### config.mk
export PLATFORM = sky130hd
export DESIGN_NAME = cpsa_queue
export DESIGN_NICKNAME = d
export VERILOG_FILES = /design/src/contiguous_page_slot_allocator_assert.svh /design/src/cpsa_pkg.sv /design/src/cpsa_queue.sv
export SDC_FILE = /design/constraint.sdc
export NUM_CORES = 1
export LEC_CHECK = 0
export ABC_AREA = 1
export BUFFER_PORTS_ARGS = -buffer_cell sky130_fd_sc_hd__buf_2
export CAP_MARGIN = 15
export CORE_ASPECT_RATIO = 1.75
export CORE_MARGIN = 1
export CORE_UTILIZATION = 46
export DETAILED_ROUTE_END_ITERATION = 7
export GPL_ROUTABILITY_DRIVEN = 0
export GPL_TIMING_DRIVEN = 0
export HOLD_SLACK_MARGIN = 0.08
export PLACE_DENSITY = 0.81
export SLEW_MARGIN = 20
export SYNTH_ARGS = -nofsm -noshare
export SYNTH_HDL_FRONTEND = slang
export SYNTH_SLANG_ARGS = --single-unit
export TNS_END_PERCENT = 50
### constraint.sdc
create_clock -name i_clk -period 1.82 [get_ports i_clk]
set_clock_uncertainty 0.15 [all_clocks]
set_input_delay 0.091 -clock i_clk [delete_from_list [all_inputs] [get_ports i_clk]]
set_output_delay 0.091 -clock i_clk [all_outputs]
set_load 0.02 [all_outputs]
### src/contiguous_page_slot_allocator_assert.svh
// Assertion macros used by the slot allocator back end.
`ifndef CONTIGUOUS_PAGE_SLOT_ALLOCATOR_ASSERT_SVH
`define CONTIGUOUS_PAGE_SLOT_ALLOCATOR_ASSERT_SVH

// Same-cycle implication, disabled while reset is low.
`define CPSA_ASSERT_IMP(lbl, clk, rst_n, ante, cons, msg) \
    lbl: assert property (@(posedge clk) disable iff (!rst_n) (ante) |-> (cons)) \
        else $error(msg);

// Next-cycle implication, disabled while reset is low.
`define CPSA_ASSERT_NXT(lbl, clk, rst_n, ante, cons, msg) \
    lbl: assert property (@(posedge clk) disable iff (!rst_n) (ante) |=> (cons)) \
        else $error(msg);

`endif

### src/cpsa_pkg.sv
// Shared constants, types and helper functions of the slot allocator.
package cpsa_pkg;

    localparam int TOTAL_PAGES  = 4096;
    localparam int MAX_RUN      = 16;
    localparam int PAGE_W       = 12;
    localparam int RUN_W        = 5;
    localparam int FREE_W       = 13;
    localparam int FREE_MAX     = (2 ** FREE_W) - 1;
    localparam int SLOT_W       = $clog2(TOTAL_PAGES);
    localparam int DYN_W        = SLOT_W + 1;
    localparam int ROW_W        = 16;
    localparam int ROW_BW       = $clog2(ROW_W);
    localparam int ROWS         = TOTAL_PAGES / ROW_W;
    localparam int ROW_AW       = SLOT_W - ROW_BW;
    localparam int Q_DEPTH      = 2;
    localparam int Q_AW         = $clog2(Q_DEPTH);
    localparam int Q_CW         = $clog2(Q_DEPTH + 1);
    localparam int DIRECT_RESET = 1024;

    typedef enum logic [1:0] {
        OP_ALLOC = 2'd0,
        OP_FREE  = 2'd1,
        OP_MAP   = 2'd2,
        OP_NONE  = 2'd3
    } t_op;

    typedef enum logic [2:0] {
        K_PASS,
        K_FAIL,
        K_ALLOC,
        K_MAP,
        K_FREE
    } t_kind;

    typedef enum logic [2:0] {
        S_IDLE,
        S_RD,
        S_SCAN,
        S_WRD,
        S_WMOD
    } t_state;

    typedef struct packed {
        t_kind              kind;
        logic [PAGE_W-1:0]  page;
        logic [RUN_W-1:0]   cnt;
    } t_cmd;

    typedef struct packed {
        logic valid;
        logic full;
    } t_q_stat;

    typedef struct packed {
        logic              we;
        logic [PAGE_W-1:0] data;
    } t_cfg_wr;

    function automatic logic [DYN_W-1:0] dyn_of(input logic [PAGE_W-1:0] direct);
        logic [DYN_W:0] d;
        d = (DYN_W+1)'(direct);
        if (d >= (DYN_W+1)'(TOTAL_PAGES)) begin
            return '0;
        end
        return DYN_W'((DYN_W+1)'(TOTAL_PAGES) - d);
    endfunction

    function automatic logic run_ok(input logic [RUN_W-1:0] cnt);
        return (cnt != '0) && ((RUN_W+1)'(cnt) <= (RUN_W+1)'(MAX_RUN));
    endfunction

    function automatic logic [FREE_W-1:0] free_add(input logic [FREE_W-1:0] f,
                                                   input logic [RUN_W-1:0] n);
        logic [FREE_W:0] s;
        s = (FREE_W+1)'(f) + (FREE_W+1)'(n);
        if (s > (FREE_W+1)'(FREE_MAX)) begin
            return FREE_W'(FREE_MAX);
        end
        return FREE_W'(s);
    endfunction

    function automatic logic [FREE_W-1:0] free_sub(input logic [FREE_W-1:0] f,
                                                   input logic [RUN_W-1:0] n);
        if (f > FREE_W'(n)) begin
            return f - FREE_W'(n);
        end
        return '0;
    endfunction

endpackage

### src/cpsa_queue.sv
// Two-entry command queue between intake and execution.
module cpsa_queue (
    input  logic              i_clk,
    input  logic              i_rst_n,
    input  logic              i_push,
    input  cpsa_pkg::t_cmd    i_cmd,
    input  logic              i_pop,
    output cpsa_pkg::t_cmd    o_cmd,
    output cpsa_pkg::t_q_stat o_stat
);
    import cpsa_pkg::*;

    t_cmd            r_mem [Q_DEPTH];
    logic [Q_AW-1:0] r_wp;
    logic [Q_AW-1:0] r_rp;
    logic [Q_CW-1:0] r_cnt;
    logic            w_pop;

    assign w_pop        = i_pop && (r_cnt != '0);
    assign o_cmd        = r_mem[r_rp];
    assign o_stat.valid = r_cnt != '0;
    assign o_stat.full  = r_cnt == Q_CW'(Q_DEPTH);

    always_ff @(posedge i_clk) begin
        if (i_push) begin
            r_mem[r_wp] <= i_cmd;
        end
    end

    always_ff @(posedge i_clk) begin
        if (!i_rst_n) begin
            r_wp  <= '0;
            r_rp  <= '0;
            r_cnt <= '0;
        end else begin
            if (i_push) begin
                r_wp <= (r_wp == Q_AW'(Q_DEPTH - 1)) ? '0 : r_wp + 1'b1;
            end
            if (w_pop) begin
                r_rp <= (r_rp == Q_AW'(Q_DEPTH - 1)) ? '0 : r_rp + 1'b1;
            end
            case ({i_push, w_pop})
                2'b10:   r_cnt <= r_cnt + 1'b1;
                2'b01:   r_cnt <= r_cnt - 1'b1;
                default: r_cnt <= r_cnt;
            endcase
        end
    end

endmodule

# Word-level counts from Yosys, hierarchy flattened
# Memories as Yosys holds them, arrays and structs flattened. A register that Yosys moved wholly into a read port is not among the register bits.
# Cells that the tools add are included.
# W data, S select, Z words.
# word_totals
reg_bits,4
ram_bits,40
word_cells,21
memories,1
# mem_list
name,words,word_bits,read_ports,rd_ports_with_merged_regs,write_ports,line_no,source
r_mem,2,20,1,1,1,cpsa_queue.sv:13,t_cmd r_mem [Q_DEPTH];
# classes
add_sub_neg,4
eq_ne,3
n_mux,7
n_reduce_logical,3
# op_table
cell,n
$mux W1,6
$eq A2 B2 Y1 const B,2
$pmux W2 S2,1
$reduce_bool A2 Y1,2
$add A1 B1 Y1 const B,2
$add A2 B1 Y2 const B,1
$eq A2 B1 Y1 const B,1
$sub A2 B1 Y2 const B,1
$logic_and A1 B1 Y1,1

# Longest topological paths before layout
# depth
ltp_word,4
depth_mapped,7
ltp_nobuf,7

# Worst setup path before layout
# Ideal clock, no wire load.
# synth_path
path_kind,register -> register
start,register r_wp
end,"memory r_mem[0][0] in the netlist's numbering, enable pin"
t_arrival_ns,1.183
path_slack_ns,0.091
stages_incl_launch_ff,2
n_path_buf,0
cell_sequence,dfxtp_1 > nor2_1
# synth_rtl
element,line_no,source
start: declaration,cpsa_queue.sv:14,logic [Q_AW-1:0] r_wp;
start signal: assignment,cpsa_queue.sv:37,r_wp <= (r_wp == Q_AW'(Q_DEPTH - 1)) ? '0 : r_wp + 1'b1;
end: declaration,cpsa_queue.sv:13,
# No word-level cell before the write port.

# Worst setup path in the final report
# layout_path
start,input port i_push
end,"memory r_mem[0][3] in the netlist's numbering, enable pin"
# layout_via
elab_chain_len,2
# layout_rtl
element,line_no,source
start: declaration,cpsa_queue.sv:5,"input logic i_push,"
$mux W1,cpsa_queue.sv:25,if (i_push) begin
$mux W1 (not written as such),cpsa_queue.sv:26,r_mem[r_wp] <= i_cmd;
# Every way passes these cells.

==> impl_metrics.tcl <==
set metrics [dict create \
    run_status "complete, no violations" \
    tritoncts "yes" \
    drt_pass1_iterations 4 \
    area_inside_the_core_boundary_um2 3630 \
    power_frac_seq_pct 54.7 \
    critical_path.endpoint_type "flop" \
    netlist_instances 98 \
    dieArea_um2 4090 \
    postCtsSetupRepairBufs 0 \
    start_of_the_worst_register_to_register_path "r_wp" \
    clock.fmax_ghz 0.600 \
    numClockSinks 45 \
    nets 199 \
    detail_route.iter0.violations 25 \
    post-route-min-period_ps 1670 \
    tritoncts.num_buffers 5 \
    internal-power_uw 1690 \
    ir_worst_vdd_mv 0.698 \
    timing_worst_setup_path_type "input port to flop" \
    clock_power_share_pct 25.0 \
    layout.core_utilization_pct 65.2 \
    final.hold.worst_slack_ps 377 \
    maxCapViolCount 0 \
    min_path_cells 2 \
    synth_warnings 0 \
    synthSimpleGateAreaFrac_pct 4.69 \
    fp.dieW_um 48.7 \
    worst-endpoint-required_ps 1670 \
    finalMaxSlewViolations 0 \
    slew_headroom_pct 46.9 \
    final-seq-area_um2 1300 \
    critical_path_data_arrival_time_ps 1510 \
    grt_usage_pct 16.2 \
    cp-startpoint "i_push" \
    p_per_area_nw_per_um2 944 \
    synth-compound-area-share_pct 0.996 \
    areaGrowthSynthToFinish_pct 34.5 \
    hold_start "r_rp" \
    portBuffers 45 \
    count_of_filler_cells_inserted_in_the_layout 279 \
    synth-adder-area-share_pct 0.711 \
    muxShareOfSynthArea_pct 17.1 \
    fp.dieH_um 83.8 \
    ys_ff_latch 45 \
    switching_power_uw 546 \
    cts_htree_levels 2 \
    grt_max_degree 21 \
    drive_gt1_share_pct 42.9 \
    ios 46 \
    initial_utilization_pct 48.5 \
    remaining_overflow_grt 0 \
    vias_per_cell 4.73 \
    via_count 1046 \
    clock_latency_ps 280 \
    startpoint_type "input port" \
    syn_avg_cell_area_um2 18.0 \
    clkSlewWorstSetupHoldPaths_ps 70 \
    synth_cell_types 14 \
    stdcell_area_um2 2370 \
    multi_input_gate_area_in_the_final_layout_um2 415 \
    critical_path.max_fanout 11 \
    yosysSeqAreaShare_pct 74.0 \
    post-dp-hpwl_um 2050 \
    holdCritPathClass "flop to flop" \
    final.period_utilization_pct 91.6 \
    clock-root-buffer "sky130_fd_sc_hd__clkbuf_8" \
    reg2regPathDepth 2 \
    post_dp_cell_area_um2 2060 \
    wire_per_inst_um 13.7 \
    final_hold_viol_count 0 \
    rsz_0062_raised_after_global_routing "no" \
    antenna_found_initial 0 \
    placedCellCount 190 \
    number_of_antenna_repair_diodes 0 \
    floorplan.rows 29 \
    dominant_combinational_cell_family_by_area_after_synthesis "multiplexers" \
    swShare_pct 24.4 \
    tightest_slew_ps 796 \
    synth.net_count 123 \
    netlist_area_um2 1760 \
    drt.antenna.violating_nets 0 \
    finalNonFillerCells 221 \
    grt_pass1_wl_um 4860 \
    leakage_uw 0.000981 \
    final-setup-viol-count 0 \
    power_frac_comb_pct 20.3 \
    regToRegSetupSlack_ps 220 \
    timing.rr.end "r_mem[1][5]" \
    clockBufferDepth 2 \
    drt_drc_violations_left 0 \
    synth-xor-area-share_pct 0 \
    routed_wirelength_um 3030 \
    grt_pass1_vias 1141 \
]
## Yosys cell counts (all sizes together)
master | number | share of area [%]
edfxtp | 40 | 68
mux2 | 20 | 17
nor2 | 11 | 2.3
nand2 | 8 | 1.7
inv | 6 | 1.3
dfxtp | 5 | 5.7
buf | 2 | 1.3
a21oi | 1 | 0.28
ha | 1 | 0.71
nand3 | 1 | 0.28
nand4 | 1 | 0.36
o21a | 1 | 0.43
o21ai | 1 | 0.28
## worst max path at each step
stage,endpoint,slack (ps),depth (start not counted)
floorplan,r_mem[0][0],90,1
global placement,r_mem[0][11],-240,1
detailed placement,r_mem[1][17],260,2
CTS,r_mem[0][12],160,5
global route,r_mem[0][5],100,5
finish,r_mem[0][3],150,5
## area by class of cell
class,count,area share (%)
Clock buffer,8,3.38
Timing Repair Buffer,69,19.7
Sequential cell,45,55.0
Tap cell,46,2.43
Buffer,2,0.952
Multi-Input combinational cell,45,17.6
Inverter,6,0.952
## per-stage QoR
| step | total power (µW) | TNS, ps | setup slack [ps] |
|---|---|---|---|
| floorplan | 1530 | 0 | 90.6 |
| global placement | 1630 | -4730 | -237 |
| detailed placement | 1660 | 0 | 256 |
| CTS | 2250 | 0 | 163 |
| global route | 2330 | 0 | 102 |
| finish | 2230 | 0 | 154 |
## per-layer routing
| metal | part of all wire (%) | GRT usage, % | wire length (µm) |
|---|---|---|---|
| met3 | 3.6 | 3.64 | 108 |
| met5 | 0 | 0 | 0 |
| met2 | 57 | 30.9 | 1730 |
| met4 | 2.8 | 9.63 | 84 |
| met1 | 37 | 14.7 | 1110 |
## power by group through the flow
stage | logic [µW] | clock network (µW) | registers [µW]
detailed placement | 419 | 0 | 1240
global placement | 392 | 0 | 1240
CTS | 458 | 566 | 1220
global route | 481 | 624 | 1230
floorplan | 296 | 0 | 1240
finish | 454 | 557 | 1220
## state kept, by name, summed over array words and instances, names as in the netlist, named ones only
| register | count |
|---|---|
| r_mem | 40 |
| r_rp | 1 |
| r_wp | 1 |
| r_cnt | 2 |
## cells in the final DEF (no fill, tap or decap)
cell	instances
sky130_fd_sc_hd__mux2_4	20
sky130_fd_sc_hd__buf_6	3
sky130_fd_sc_hd__buf_2	45
sky130_fd_sc_hd__nand2_1	8
sky130_fd_sc_hd__dlygate4sd3_1	23
sky130_fd_sc_hd__inv_1	5
sky130_fd_sc_hd__a21oi_1	1
sky130_fd_sc_hd__inv_2	1
sky130_fd_sc_hd__ha_1	1
sky130_fd_sc_hd__o21ai_0	1
sky130_fd_sc_hd__nor2_1	10
sky130_fd_sc_hd__o21a_1	1
sky130_fd_sc_hd__nand4_1	1
sky130_fd_sc_hd__dfxtp_1	5
sky130_fd_sc_hd__nand3_1	1
sky130_fd_sc_hd__clkbuf_1	3
sky130_fd_sc_hd__clkbuf_8	5
sky130_fd_sc_hd__nor2_2	1
sky130_fd_sc_hd__edfxtp_1	40
## cells by family (layout without fill, tap and decap cells)
| kind of cell | count (synthesis) | after routing |
|---|---|---|
| mux | 20 | 20 |
| flops | 45 | 45 |
| simple gates | 21 | 21 |
| compound gates | 3 | 3 |
| buf+inv | 8 | 85 |
| fa+ha+maj | 1 | 1 |
## repair_timing
item                                    4_1_cts  5_1_grt
endpoints found under the hold margin        45        0
endpoints found under the setup margin        0        0
hold buffers                                 23        0
resized for setup                             0        0
## worst max-delay path, cell delays in order
cell,delay (ps)
sky130_fd_sc_hd__dlygate4sd3_1,530
sky130_fd_sc_hd__buf_2,120
sky130_fd_sc_hd__inv_1,60
sky130_fd_sc_hd__nor2_2,460
sky130_fd_sc_hd__buf_6,240
Note: power is estimated with default switching activity, not from simulation.
