--- config.mk ---
export PLATFORM = sky130hd
export DESIGN_NAME = cpsa_front
export DESIGN_NICKNAME = d
export VERILOG_FILES = /design/src/contiguous_page_slot_allocator_assert.svh /design/src/cpsa_pkg.sv /design/src/cpsa_front.sv
export SDC_FILE = /design/constraint.sdc
export NUM_CORES = 1
export LEC_CHECK = 0
export BUFFER_PORTS_ARGS = -buffer_cell sky130_fd_sc_hd__buf_2
export CORE_UTILIZATION = 33
export DETAILED_ROUTE_END_ITERATION = 7
export PLACE_DENSITY = 0.78
export SKIP_LAST_GASP = 1
export SLEW_MARGIN = 40
export SYNTH_ARGS = -nofsm -noshare
export SYNTH_HDL_FRONTEND = slang
export SYNTH_SLANG_ARGS = --single-unit
--- constraint.sdc ---
create_clock -name vclk -period 2
set_input_delay 0.4 -clock vclk [all_inputs]
set_output_delay 0.4 -clock vclk [all_outputs]
set_load 0.005 [all_outputs]
--- src/contiguous_page_slot_allocator_assert.svh ---
// Assertion macros used by the slot allocator back end.
`ifndef CONTIGUOUS_PAGE_SLOT_ALLOCATOR_ASSERT_SVH
`define CONTIGUOUS_PAGE_SLOT_ALLOCATOR_ASSERT_SVH

// Same-cycle implication, disabled while reset is low.
`define CPSA_ASSERT_IMP(lbl, clk, rst_n, ante, cons, msg) \
    lbl: assert property (@(posedge clk) disable iff (!rst_n) (ante) |-> (cons)) \
        else $error(msg);

// Next-cycle implication, disabled while reset is low.
`define CPSA_ASSERT_NXT(lbl, clk, rst_n, ante, cons, msg) \
    lbl: assert property (@(posedge clk) disable iff (!rst_n) (ante) |=> (cons)) \
        else $error(msg);

`endif

--- src/cpsa_pkg.sv ---
// Shared constants, types and helper functions of the slot allocator.
package cpsa_pkg;

    localparam int TOTAL_PAGES  = 4096;
    localparam int MAX_RUN      = 16;
    localparam int PAGE_W       = 12;
    localparam int RUN_W        = 5;
    localparam int FREE_W       = 13;
    localparam int FREE_MAX     = (2 ** FREE_W) - 1;
    localparam int SLOT_W       = $clog2(TOTAL_PAGES);
    localparam int DYN_W        = SLOT_W + 1;
    localparam int ROW_W        = 16;
    localparam int ROW_BW       = $clog2(ROW_W);
    localparam int ROWS         = TOTAL_PAGES / ROW_W;
    localparam int ROW_AW       = SLOT_W - ROW_BW;
    localparam int Q_DEPTH      = 2;
    localparam int Q_AW         = $clog2(Q_DEPTH);
    localparam int Q_CW         = $clog2(Q_DEPTH + 1);
    localparam int DIRECT_RESET = 1024;

    typedef enum logic [1:0] {
        OP_ALLOC = 2'd0,
        OP_FREE  = 2'd1,
        OP_MAP   = 2'd2,
        OP_NONE  = 2'd3
    } t_op;

    typedef enum logic [2:0] {
        K_PASS,
        K_FAIL,
        K_ALLOC,
        K_MAP,
        K_FREE
    } t_kind;

    typedef enum logic [2:0] {
        S_IDLE,
        S_RD,
        S_SCAN,
        S_WRD,
        S_WMOD
    } t_state;

    typedef struct packed {
        t_kind              kind;
        logic [PAGE_W-1:0]  page;
        logic [RUN_W-1:0]   cnt;
    } t_cmd;

    typedef struct packed {
        logic valid;
        logic full;
    } t_q_stat;

    typedef struct packed {
        logic              we;
        logic [PAGE_W-1:0] data;
    } t_cfg_wr;

    function automatic logic [DYN_W-1:0] dyn_of(input logic [PAGE_W-1:0] direct);
        logic [DYN_W:0] d;
        d = (DYN_W+1)'(direct);
        if (d >= (DYN_W+1)'(TOTAL_PAGES)) begin
            return '0;
        end
        return DYN_W'((DYN_W+1)'(TOTAL_PAGES) - d);
    endfunction

    function automatic logic run_ok(input logic [RUN_W-1:0] cnt);
        return (cnt != '0) && ((RUN_W+1)'(cnt) <= (RUN_W+1)'(MAX_RUN));
    endfunction

    function automatic logic [FREE_W-1:0] free_add(input logic [FREE_W-1:0] f,
                                                   input logic [RUN_W-1:0] n);
        logic [FREE_W:0] s;
        s = (FREE_W+1)'(f) + (FREE_W+1)'(n);
        if (s > (FREE_W+1)'(FREE_MAX)) begin
            return FREE_W'(FREE_MAX);
        end
        return FREE_W'(s);
    endfunction

    function automatic logic [FREE_W-1:0] free_sub(input logic [FREE_W-1:0] f,
                                                   input logic [RUN_W-1:0] n);
        if (f > FREE_W'(n)) begin
            return f - FREE_W'(n);
        end
        return '0;
    endfunction

endpackage

--- src/cpsa_front.sv ---
// Command intake: accept a request and classify it for the back end.
module cpsa_front (
    input  logic                       i_start,
    input  logic [1:0]                 i_op,
    input  logic [cpsa_pkg::PAGE_W-1:0] i_page_number,
    input  logic [cpsa_pkg::RUN_W-1:0]  i_count,
    input  logic [cpsa_pkg::PAGE_W-1:0] i_direct,
    input  cpsa_pkg::t_q_stat          i_q_stat,
    output logic                       o_busy,
    output logic                       o_push,
    output cpsa_pkg::t_cmd             o_cmd
);
    import cpsa_pkg::*;

    logic w_direct_hit;

    assign o_busy       = i_q_stat.full;
    assign o_push       = i_start && !i_q_stat.full;
    assign w_direct_hit = i_page_number < i_direct;

    always_comb begin
        o_cmd.page = i_page_number;
        o_cmd.cnt  = i_count;
        o_cmd.kind = K_FAIL;
        case (t_op'(i_op))
            OP_ALLOC: begin
                o_cmd.kind = run_ok(i_count) ? K_ALLOC : K_FAIL;
            end
            OP_FREE: begin
                if (!run_ok(i_count)) begin
                    o_cmd.kind = K_FAIL;
                end else if (w_direct_hit) begin
                    // direct page: succeed, no page reported
                    o_cmd.kind = K_PASS;
                    o_cmd.page = '0;
                end else begin
                    o_cmd.kind = K_FREE;
                end
            end
            OP_MAP: begin
                o_cmd.cnt  = RUN_W'(1);
                o_cmd.kind = w_direct_hit ? K_PASS : K_MAP;
            end
            default: begin
                o_cmd.kind = K_FAIL;
            end
        endcase
    end

endmodule

* Word level (Yosys, flattened, before mapping)
Index checks and enable logic that the tools add are counted.
W data, S select, Z words.
** Word-level totals
- Register bits after elaboration :: 0
- Input port bits :: 34
- Logic and storage cells :: 18
** Cells by class
- Order comparisons :: 2
- Equality and inequality tests :: 2
- Multiplexer cells :: 9
- Reduce and logical (&&, ||, !) cells :: 5
** Operators by type and width (count)
- $mux W12 :: 3
- $lt A12 B12 Y1 :: 1
- $pmux W3 S3 :: 1
- $mux W3 :: 2
- $le A5 B5 Y1 const B :: 1
- $mux W5 :: 1
- $reduce_bool A5 Y1 :: 1
- $mux W2 :: 2
- $eq A2 B1 Y1 const B :: 1
- $eq A2 B2 Y1 const B :: 1
- $logic_and A1 B1 Y1 :: 2
- $logic_not A2 Y1 :: 1
- $logic_not A1 Y1 :: 1

* Depth between registers and ports, before layout
Gate-level depths: netlist of run 1.
- Depth in word-level cells :: 4
- Mapped depth :: 7
- Depth with buffers taken out :: 6

* Least setup slack after synthesis of run 1
Ideal clock, no wire load.
- Path type :: input to output
- Start point :: in i_direct[11] (netlist name)
- End point :: out o_cmd[10] (netlist name)
- Data arrival time :: 1651 ps
- Required time :: 1600 ps
- Setup slack :: -51 ps
- Cell stages on the path :: 7
- Path buffers :: 1
- Path through :: inv_1 ha_1 and4_1 nor3b_1 a22oi_1 buf_2 a21boi_0
** RTL lines
- from (decl) :: RTL line cpsa_front.sv:7 : input logic [cpsa_pkg::PAGE_W-1:0] i_direct,
- to (decl) :: RTL line cpsa_front.sv:11 : output cpsa_pkg::t_cmd o_cmd

==> impl_metrics.py, run 1 <==
metrics = {
    "run_status": {
        "status": "finished with violations",
        "violations": "negative setup slack",
    },
    "synth": {
        "yosysWarningCount": 0,
        "seq_area_frac_synth_pct": 0,
        "synth_cells": 74,
        "synth_area_per_cell_um2": 7.034,
        "netlist_area_um2": 520.5,
        "synth.distinct_cells": 23,
        "syn-num-nets": 119,
    },
    "global_route": {
        "grt_antenna_before_repair": 0,
        "track_usage_pct": 19.25,
        "grt_pass1_wl_um": 2829,
        "grt_max_degree": 8,
        "first_global_vias": 688,
        "gr-total-overflow": 0,
    },
    "timing": {
        "period_needed_ps": 2102,
        "rsz0062_at_grt": "true",
        "slew_viol_final": 0,
        "fin_tns_setup_ps": -825.3,
        "worst_pin_slew_ps": 269.4,
        "setup_slack_ps": -102.0,
        "slew-limit-headroom_pct": 81.90,
        "finalSetupViolations": 15,
        "fmax_mhz": 475.7,
        "hold_violations": 0,
        "post-route-period-util_pct": 105.1,
        "holdWs_ps": 987.5,
    },
    "cells_and_area": {
        "final_core_util_pct": 78.64,
        "final_net_count": 181,
        "syn2layout_area_growth_pct": 108.9,
        "clkbuf_count": 0,
        "antenna_cells": 0,
        "fin_area_um2": 1087,
        "seq_area_um2": 0,
        "drive_gt1_share_pct": 69.40,
        "nFlopsAndLatches": 0,
    },
    "floorplan": {
        "core_um2": 1383,
        "fp.dieW_um": 41.72,
        "die_y_um": 41.72,
        "rows": 13,
        "start_util_pct": 37.65,
        "die_area_um2": 1740,
        "ios": 56,
    },
    "routing": {
        "vias": 754,
        "drcViolationCount": 0,
        "routedWlPerCell_um": 11.93,
        "drt_wl_total_um": 1778,
        "postRouteAntennaNets": 0,
        "first_pass_iters": 4,
        "via_per_inst": 5.060,
        "dr.first_iter.drc_count": 8,
    },
    "worst_setup_path": {
        "crit_type": "input pin to primary output",
        "crit_fanout": 3,
        "required_ps": 1600,
        "endpoint_kind": "primary output",
        "critPathLaunchType": "input pin",
        "cp.arrival_ps": 1700,
    },
    "placed_design": {
        "hpwl_um": 1326,
        "place_area_um2": 834.6,
        "place_congestion": 0.7540,
        "io_buffers": 55,
    },
    "power": {
        "powerDensity_nw_per_um2": 200.3,
        "p_leak_nw": 0.5528,
        "vdd_drop_max_uv": 111.9,
    },
    "worst_hold_path": {
        "hp-class": "input pin to primary output",
    },
    "clock_network": {
        "hold_buffers": 0,
    },
    "run": {
        "maxCapViolations": 0,
    },
}
-- metal layers --
layer	track usage (%)	up-vias	share of wire [%]
li1	-	379	-
met1	24.61	344	40
met2	37.50	31	55
met3	0.4348	0	5.2
met4	0	0	0
met5	0	-	0
-- power by group --
part / leakage, nW / switching (mW) / internal (mW) / total, mW
Combinational: 0.553 / 0.0963 / 0.121 / 0.218
Clock: 0 / 0 / 0 / 0
Sequential: 0 / 0 / 0 / 0
-- cells in the final DEF, fill, tap and decap left out, types with 2 or more instances in the layout --
master     n
and2_1     4
o21ai_1    3
a21oi_1    2
inv_2      4
nor3b_2    2
ha_4       6
nor2b_1    2
nand2_1    3
inv_1      7
buf_2     45
buf_8      2
ha_1       5
a21oi_2    3
a21boi_1   6
buf_6     12
nor2_1     4
inv_4      2
buf_4      4
a21boi_2   6
-- final timing paths --
| path | start | cells past startpoint | to | slack (ps) |
|---|---|---|---|---|
| hold / removal | i_q_stat[0] | 2 | o_busy | 990 |
| setup / recovery | i_page_number[10] | 8 | o_cmd[19] | -100 |
-- metrics by stage --
step                      power, mW  cells  setup slack (ps)
after global placement       0.1521    145            -352.7
after detailed placement     0.1585    145            -404.3
after floorplan             0.07806     74             31.49
after CTS                    0.1975    148            -76.51
after global routing         0.2419    149            -156.6
final                        0.2178    149            -102.0
-- synthesized netlist by cell type (2+ instances only) --
library cell,instances,area share (%)
nor3b_1,2,2.9
nand2_1,3,2.2
and2_1,4,4.8
nor2_1,4,2.9
a21boi_0,10,14
a21boi_1,2,2.9
nor2b_1,2,2.4
o21ai_0,5,4.8
a21oi_1,5,4.8
buf_4,2,2.9
inv_1,13,9.4
ha_1,11,26
-- cell type report --
class | instances | area, um2
multi-input cells | 58 | 594.3
repair buffers | 63 | 420.4
fillers | 101 | 295.3
well taps | 15 | 18.77
inverters | 13 | 53.80
-- critical path, stage by stage --
cell	delay, ps
buf_6	100
ha_4	250
and4_1	210
nor3b_2	180
a22oi_2	100
buf_4	150
a211oi_2	160
buf_2	140
-- what timing repair did --
action | 4_1_cts | 5_1_grt
buffers inserted | 4 | 1
gates cloned | 0 | 0
resized for setup | 43 | 17
hold endpoints to repair | 0 | 0
pin swaps | 17 | 12
setup endpoints to repair | 15 | 15
-- cell families (layout without fill, tap and decap cells) --
family,Yosys count,in the layout,share of synthesized area [%]
AOI/OAI and AO/OA,25,25,31.01
muxes,2,2,4.086
adders and majority gates,11,11,26.44
and+or+nand+nor,20,20,25.24
buffers and inverters,16,76,13.22
Note: power is estimated with default switching activity, not from simulation.
==> inputs of run 2 (changes only) <==
--- a/config.mk
+++ b/config.mk
@@ -14,3 +14,4 @@
 export SYNTH_ARGS = -nofsm -noshare
 export SYNTH_HDL_FRONTEND = slang
 export SYNTH_SLANG_ARGS = --single-unit
+export TNS_END_PERCENT = 5
==> impl_metrics.py, run 2 (synthesized netlist as in run 1, its figures left out) <==
metrics = {
    "run_status": {
        "status": "finished with violations",
        "violations": "negative setup slack",
    },
    "floorplan": {
        "die_area_um2": 1740,
        "fp.dieW_um": 41.72,
        "die_y_um": 41.72,
        "rows": 13,
        "core_um2": 1383,
        "ios": 56,
        "start_util_pct": 37.65,
    },
    "routing": {
        "drcViolationCount": 0,
        "vias": 776,
        "first_pass_iters": 4,
        "routedWlPerCell_um": 12.66,
        "via_per_inst": 5.139,
        "postRouteAntennaNets": 0,
        "dr.first_iter.drc_count": 7,
        "drt_wl_total_um": 1911,
    },
    "timing": {
        "setup_slack_ps": -115.9,
        "rsz0062_at_grt": "true",
        "period_needed_ps": 2116,
        "worst_pin_slew_ps": 306.6,
        "post-route-period-util_pct": 105.8,
        "hold_violations": 0,
        "slew-limit-headroom_pct": 79.42,
        "finalSetupViolations": 15,
        "fmax_mhz": 472.6,
        "slew_viol_final": 0,
    },
    "cells_and_area": {
        "clkbuf_count": 0,
        "drive_gt1_share_pct": 69.12,
        "final_cell_mix": "47 x buf_2, 10 x buf_6, 7 x a21boi_2, 7 x ha_4, 7 x buf_4",
        "seq_area_um2": 0,
        "multiInputGateArea_um2": 599.3,
        "fillers": 103,
        "fin_area_um2": 1085,
        "final_net_count": 183,
        "antenna_cells": 0,
        "nFlopsAndLatches": 0,
        "stdcell_count": 151,
        "syn2layout_area_growth_pct": 108.4,
        "final_common_cell": "buf_2",
    },
    "power": {
        "powerDensity_nw_per_um2": 204.3,
        "vdd_drop_max_uv": 112.1,
        "p_leak_nw": 0.5555,
    },
    "worst_setup_path": {
        "crit_slowest_cell": "ha_4",
        "crit_fanout": 6,
        "required_ps": 1600,
        "crit_type": "input pin to primary output",
        "critPathLaunchType": "input pin",
        "cp_common_cell": "buf_6",
        "critical-path-max-stage-delay_ps": 260,
        "cp.arrival_ps": 1720,
        "endpoint_kind": "primary output",
        "worstPathCellList": "buf_6, inv_4, ha_4, and4_4, nor3b_4, a22oi_2, buf_6, a211oi_2, buf_2",
    },
    "placed_design": {
        "place_area_um2": 822.0,
        "hpwl_um": 1255,
        "place_congestion": 0.6445,
        "dp_slack_ps": -439.1,
        "dp_cells": 144,
        "io_buffers": 55,
    },
    "global_route": {
        "grt_pass1_wl_um": 2946,
        "gr-total-overflow": 0,
        "first_global_vias": 729,
        "track_usage_pct": 20.23,
        "grt_antenna_before_repair": 0,
        "grt_max_degree": 7,
    },
    "worst_hold_path": {
        "hp-class": "input pin to primary output",
    },
    "run": {
        "maxCapViolations": 0,
    },
}
==> run 2: report_power, final <==
part | internal, mW | switching [mW]
Sequential | 0 | 0
Combinational | 0.123 | 0.0985
Clock | 0 | 0
==> run 2: per-stage QoR <==
step	setup TNS [ps]	utilization, %	hold WS, ps	power [mW]
3_5_place_dp	-5990	59.46	983.9	0.1568
4_1_cts	-1513	72.49	983.4	0.1951
5_1_grt	-1986	78.46	1003	0.2446
2_1_floorplan	-79.19	-	830.2	0.07741
6_report	-1123	78.46	984.4	0.2216
3_3_place_gp	-5459	59.46	979.1	0.1519
==> run 2: critical path: cells and delay by family <==
family	cells	cell delay, ps
simple gates	2	410
buf+inv	4	390
fa+ha+maj	1	260
compound gates	2	250
==> run 2: timing repair <==
item	in CTS	in global routing
setup endpoints to repair	15	15
pin swaps	8	10
buffers inserted	7	0
resized for setup	33	19
hold buffers	0	0
==> run 2: cell type report <==
type / instances / area share, %
repair buffers: 65 / 38.29
well taps: 15 / 1.730
inverters: 13 / 4.729
multi-input cells: 58 / 55.25
==> run 2: path summary, 6_finish.rpt <==
kind / to / startpoint / slack (ps) / cells after the start
max: o_cmd[19] / i_direct[11] / -120 / 9
min: o_busy / i_q_stat[0] / 980 / 2
==> run 2: routing by layer <==
metal  track usage [%]  share of wire, %  routed length [um]
met3             1.739               6.4                 123
met4                 0               3.0                  58
met5                 0                 0                   0
met2             42.81                53                1011
met1             22.25                38                 717
==> inputs of run 3 (changes only) <==
--- a/config.mk
+++ b/config.mk
@@ -9,9 +9,8 @@
 export CORE_UTILIZATION = 33
 export DETAILED_ROUTE_END_ITERATION = 7
 export PLACE_DENSITY = 0.78
-export SKIP_LAST_GASP = 1
 export SLEW_MARGIN = 40
 export SYNTH_ARGS = -nofsm -noshare
 export SYNTH_HDL_FRONTEND = slang
 export SYNTH_SLANG_ARGS = --single-unit
-export TNS_END_PERCENT = 5
+export TNS_END_PERCENT = 1
==> impl_metrics.py, run 3 (synthesized netlist as in run 1, its figures left out) <==
metrics = {
    "routing": {
        "drcViolationCount": 0,
        "first_pass_iters": 4,
        "drt_wl_total_um": 1923,
        "vias": 774,
        "routedWlPerCell_um": 12.74,
        "postRouteAntennaNets": 0,
        "dr.first_iter.drc_count": 9,
        "via_per_inst": 5.126,
    },
    "floorplan": {
        "start_util_pct": 37.65,
        "die_area_um2": 1740,
        "ios": 56,
        "rows": 13,
        "core_um2": 1383,
        "die_y_um": 41.72,
        "fp.dieW_um": 41.72,
    },
    "placed_design": {
        "place_congestion": 0.6445,
        "hpwl_um": 1255,
        "place_area_um2": 822.0,
        "dp_slack_ps": -439.1,
        "io_buffers": 55,
        "dp_cells": 144,
    },
    "run_status": {
        "status": "finished with violations",
        "violations": "negative setup slack",
    },
    "power": {
        "p_leak_nw": 0.5665,
        "powerDensity_nw_per_um2": 203.6,
        "vdd_drop_max_uv": 123.3,
        "power_mw": 0.2260,
    },
    "timing": {
        "hold_violations": 0,
        "finalSetupViolations": 15,
        "post-route-period-util_pct": 105.0,
        "slew-limit-headroom_pct": 80.29,
        "slew_viol_final": 0,
        "worst_pin_slew_ps": 293.5,
        "fin_tns_setup_ps": -1062,
        "holdWs_ps": 983.6,
        "setup_slack_ps": -100.3,
        "fmax_mhz": 476.1,
        "rsz0062_at_grt": "true",
        "period_needed_ps": 2100,
    },
    "worst_setup_path": {
        "cp_common_cell": "buf_2",
        "crit_type": "input pin to primary output",
        "worstPathCellList": "buf_2, inv_1, ha_4, nand4_1, nor3b_4, a22oi_2, buf_6, a211oi_2, buf_2",
        "critPathLaunchType": "input pin",
        "crit_slowest_cell": "ha_4",
        "endpoint_kind": "primary output",
        "crit_fanout": 6,
        "critical-path-max-stage-delay_ps": 270,
        "cp.arrival_ps": 1700,
        "required_ps": 1600,
    },
    "cells_and_area": {
        "fin_area_um2": 1110,
        "clkbuf_count": 0,
        "multiInputGateArea_um2": 595.6,
        "final_cell_mix": "43 x buf_2, 15 x buf_6, 7 x inv_1, 7 x ha_4",
        "final_common_cell": "buf_2",
        "final_net_count": 183,
        "drive_gt1_share_pct": 67.65,
        "fillers": 95,
        "nFlopsAndLatches": 0,
        "stdcell_count": 151,
        "final_core_util_pct": 80.27,
        "syn2layout_area_growth_pct": 113.2,
        "seq_area_um2": 0,
        "antenna_cells": 0,
    },
    "global_route": {
        "gr-total-overflow": 0,
        "track_usage_pct": 21.47,
        "grt_max_degree": 7,
        "grt_antenna_before_repair": 0,
        "grt_pass1_wl_um": 3105,
        "first_global_vias": 744,
    },
    "run": {
        "maxCapViolations": 0,
    },
    "worst_hold_path": {
        "min_from": "i_q_stat[0]",
        "min_to": "o_busy",
        "hold_depth": 2,
        "hp-class": "input pin to primary output",
    },
}
run 3: changes by cell type in the layout (fill, tap and decap cells not counted), moves of 2 or more:
cell / delta
buf_2: -4
o21ai_1: +2
o21ai_0: -2
buf_6: +5
run 3: power by group:
part	internal, mW	switching (mW)
sequential	0	0
combinational	0.128	0.0978
clock	0	0
run 3: final cells by class:
class | instances | share of cell area, %
inverter | 13 | 4.622
multi-input combinational | 58 | 53.66
timing repair buffer | 65 | 40.02
tap | 15 | 1.691
run 3: routing by layer:
| metal | track usage [%] | wire, um |
|---|---|---|
| met5 | 0 | 0 |
| met4 | 0 | 54 |
| met3 | 1.739 | 143 |
| met2 | 45.00 | 980 |
| met1 | 24.02 | 744 |
run 3: what timing repair did:
action / 4_1_cts / 5_1_grt
hold buffers: 0 / 0
setup endpoints to repair: 15 / 15
gates resized for setup: 44 / 14
pin swaps: 15 / 8
buffers inserted: 7 / 0
run 3: worst max path at each step:
stage,startpoint,to
after detailed placement,i_page_number[11],o_cmd[7]
after global placement,i_page_number[11],o_cmd[16]
after global routing,i_direct[6],o_cmd[19]
final,i_direct[6],o_cmd[19]
after floorplan,i_direct[11],o_cmd[10]
after CTS,i_page_number[10],o_cmd[19]
run 3: critical path: cells and delay by family:
kind	cells	cell delay, ps
AO/OA/AOI/OAI	2	240
adder cells (fa/ha/maj)	1	270
AND/OR/NAND/NOR	2	350
buffers and inverters	4	430
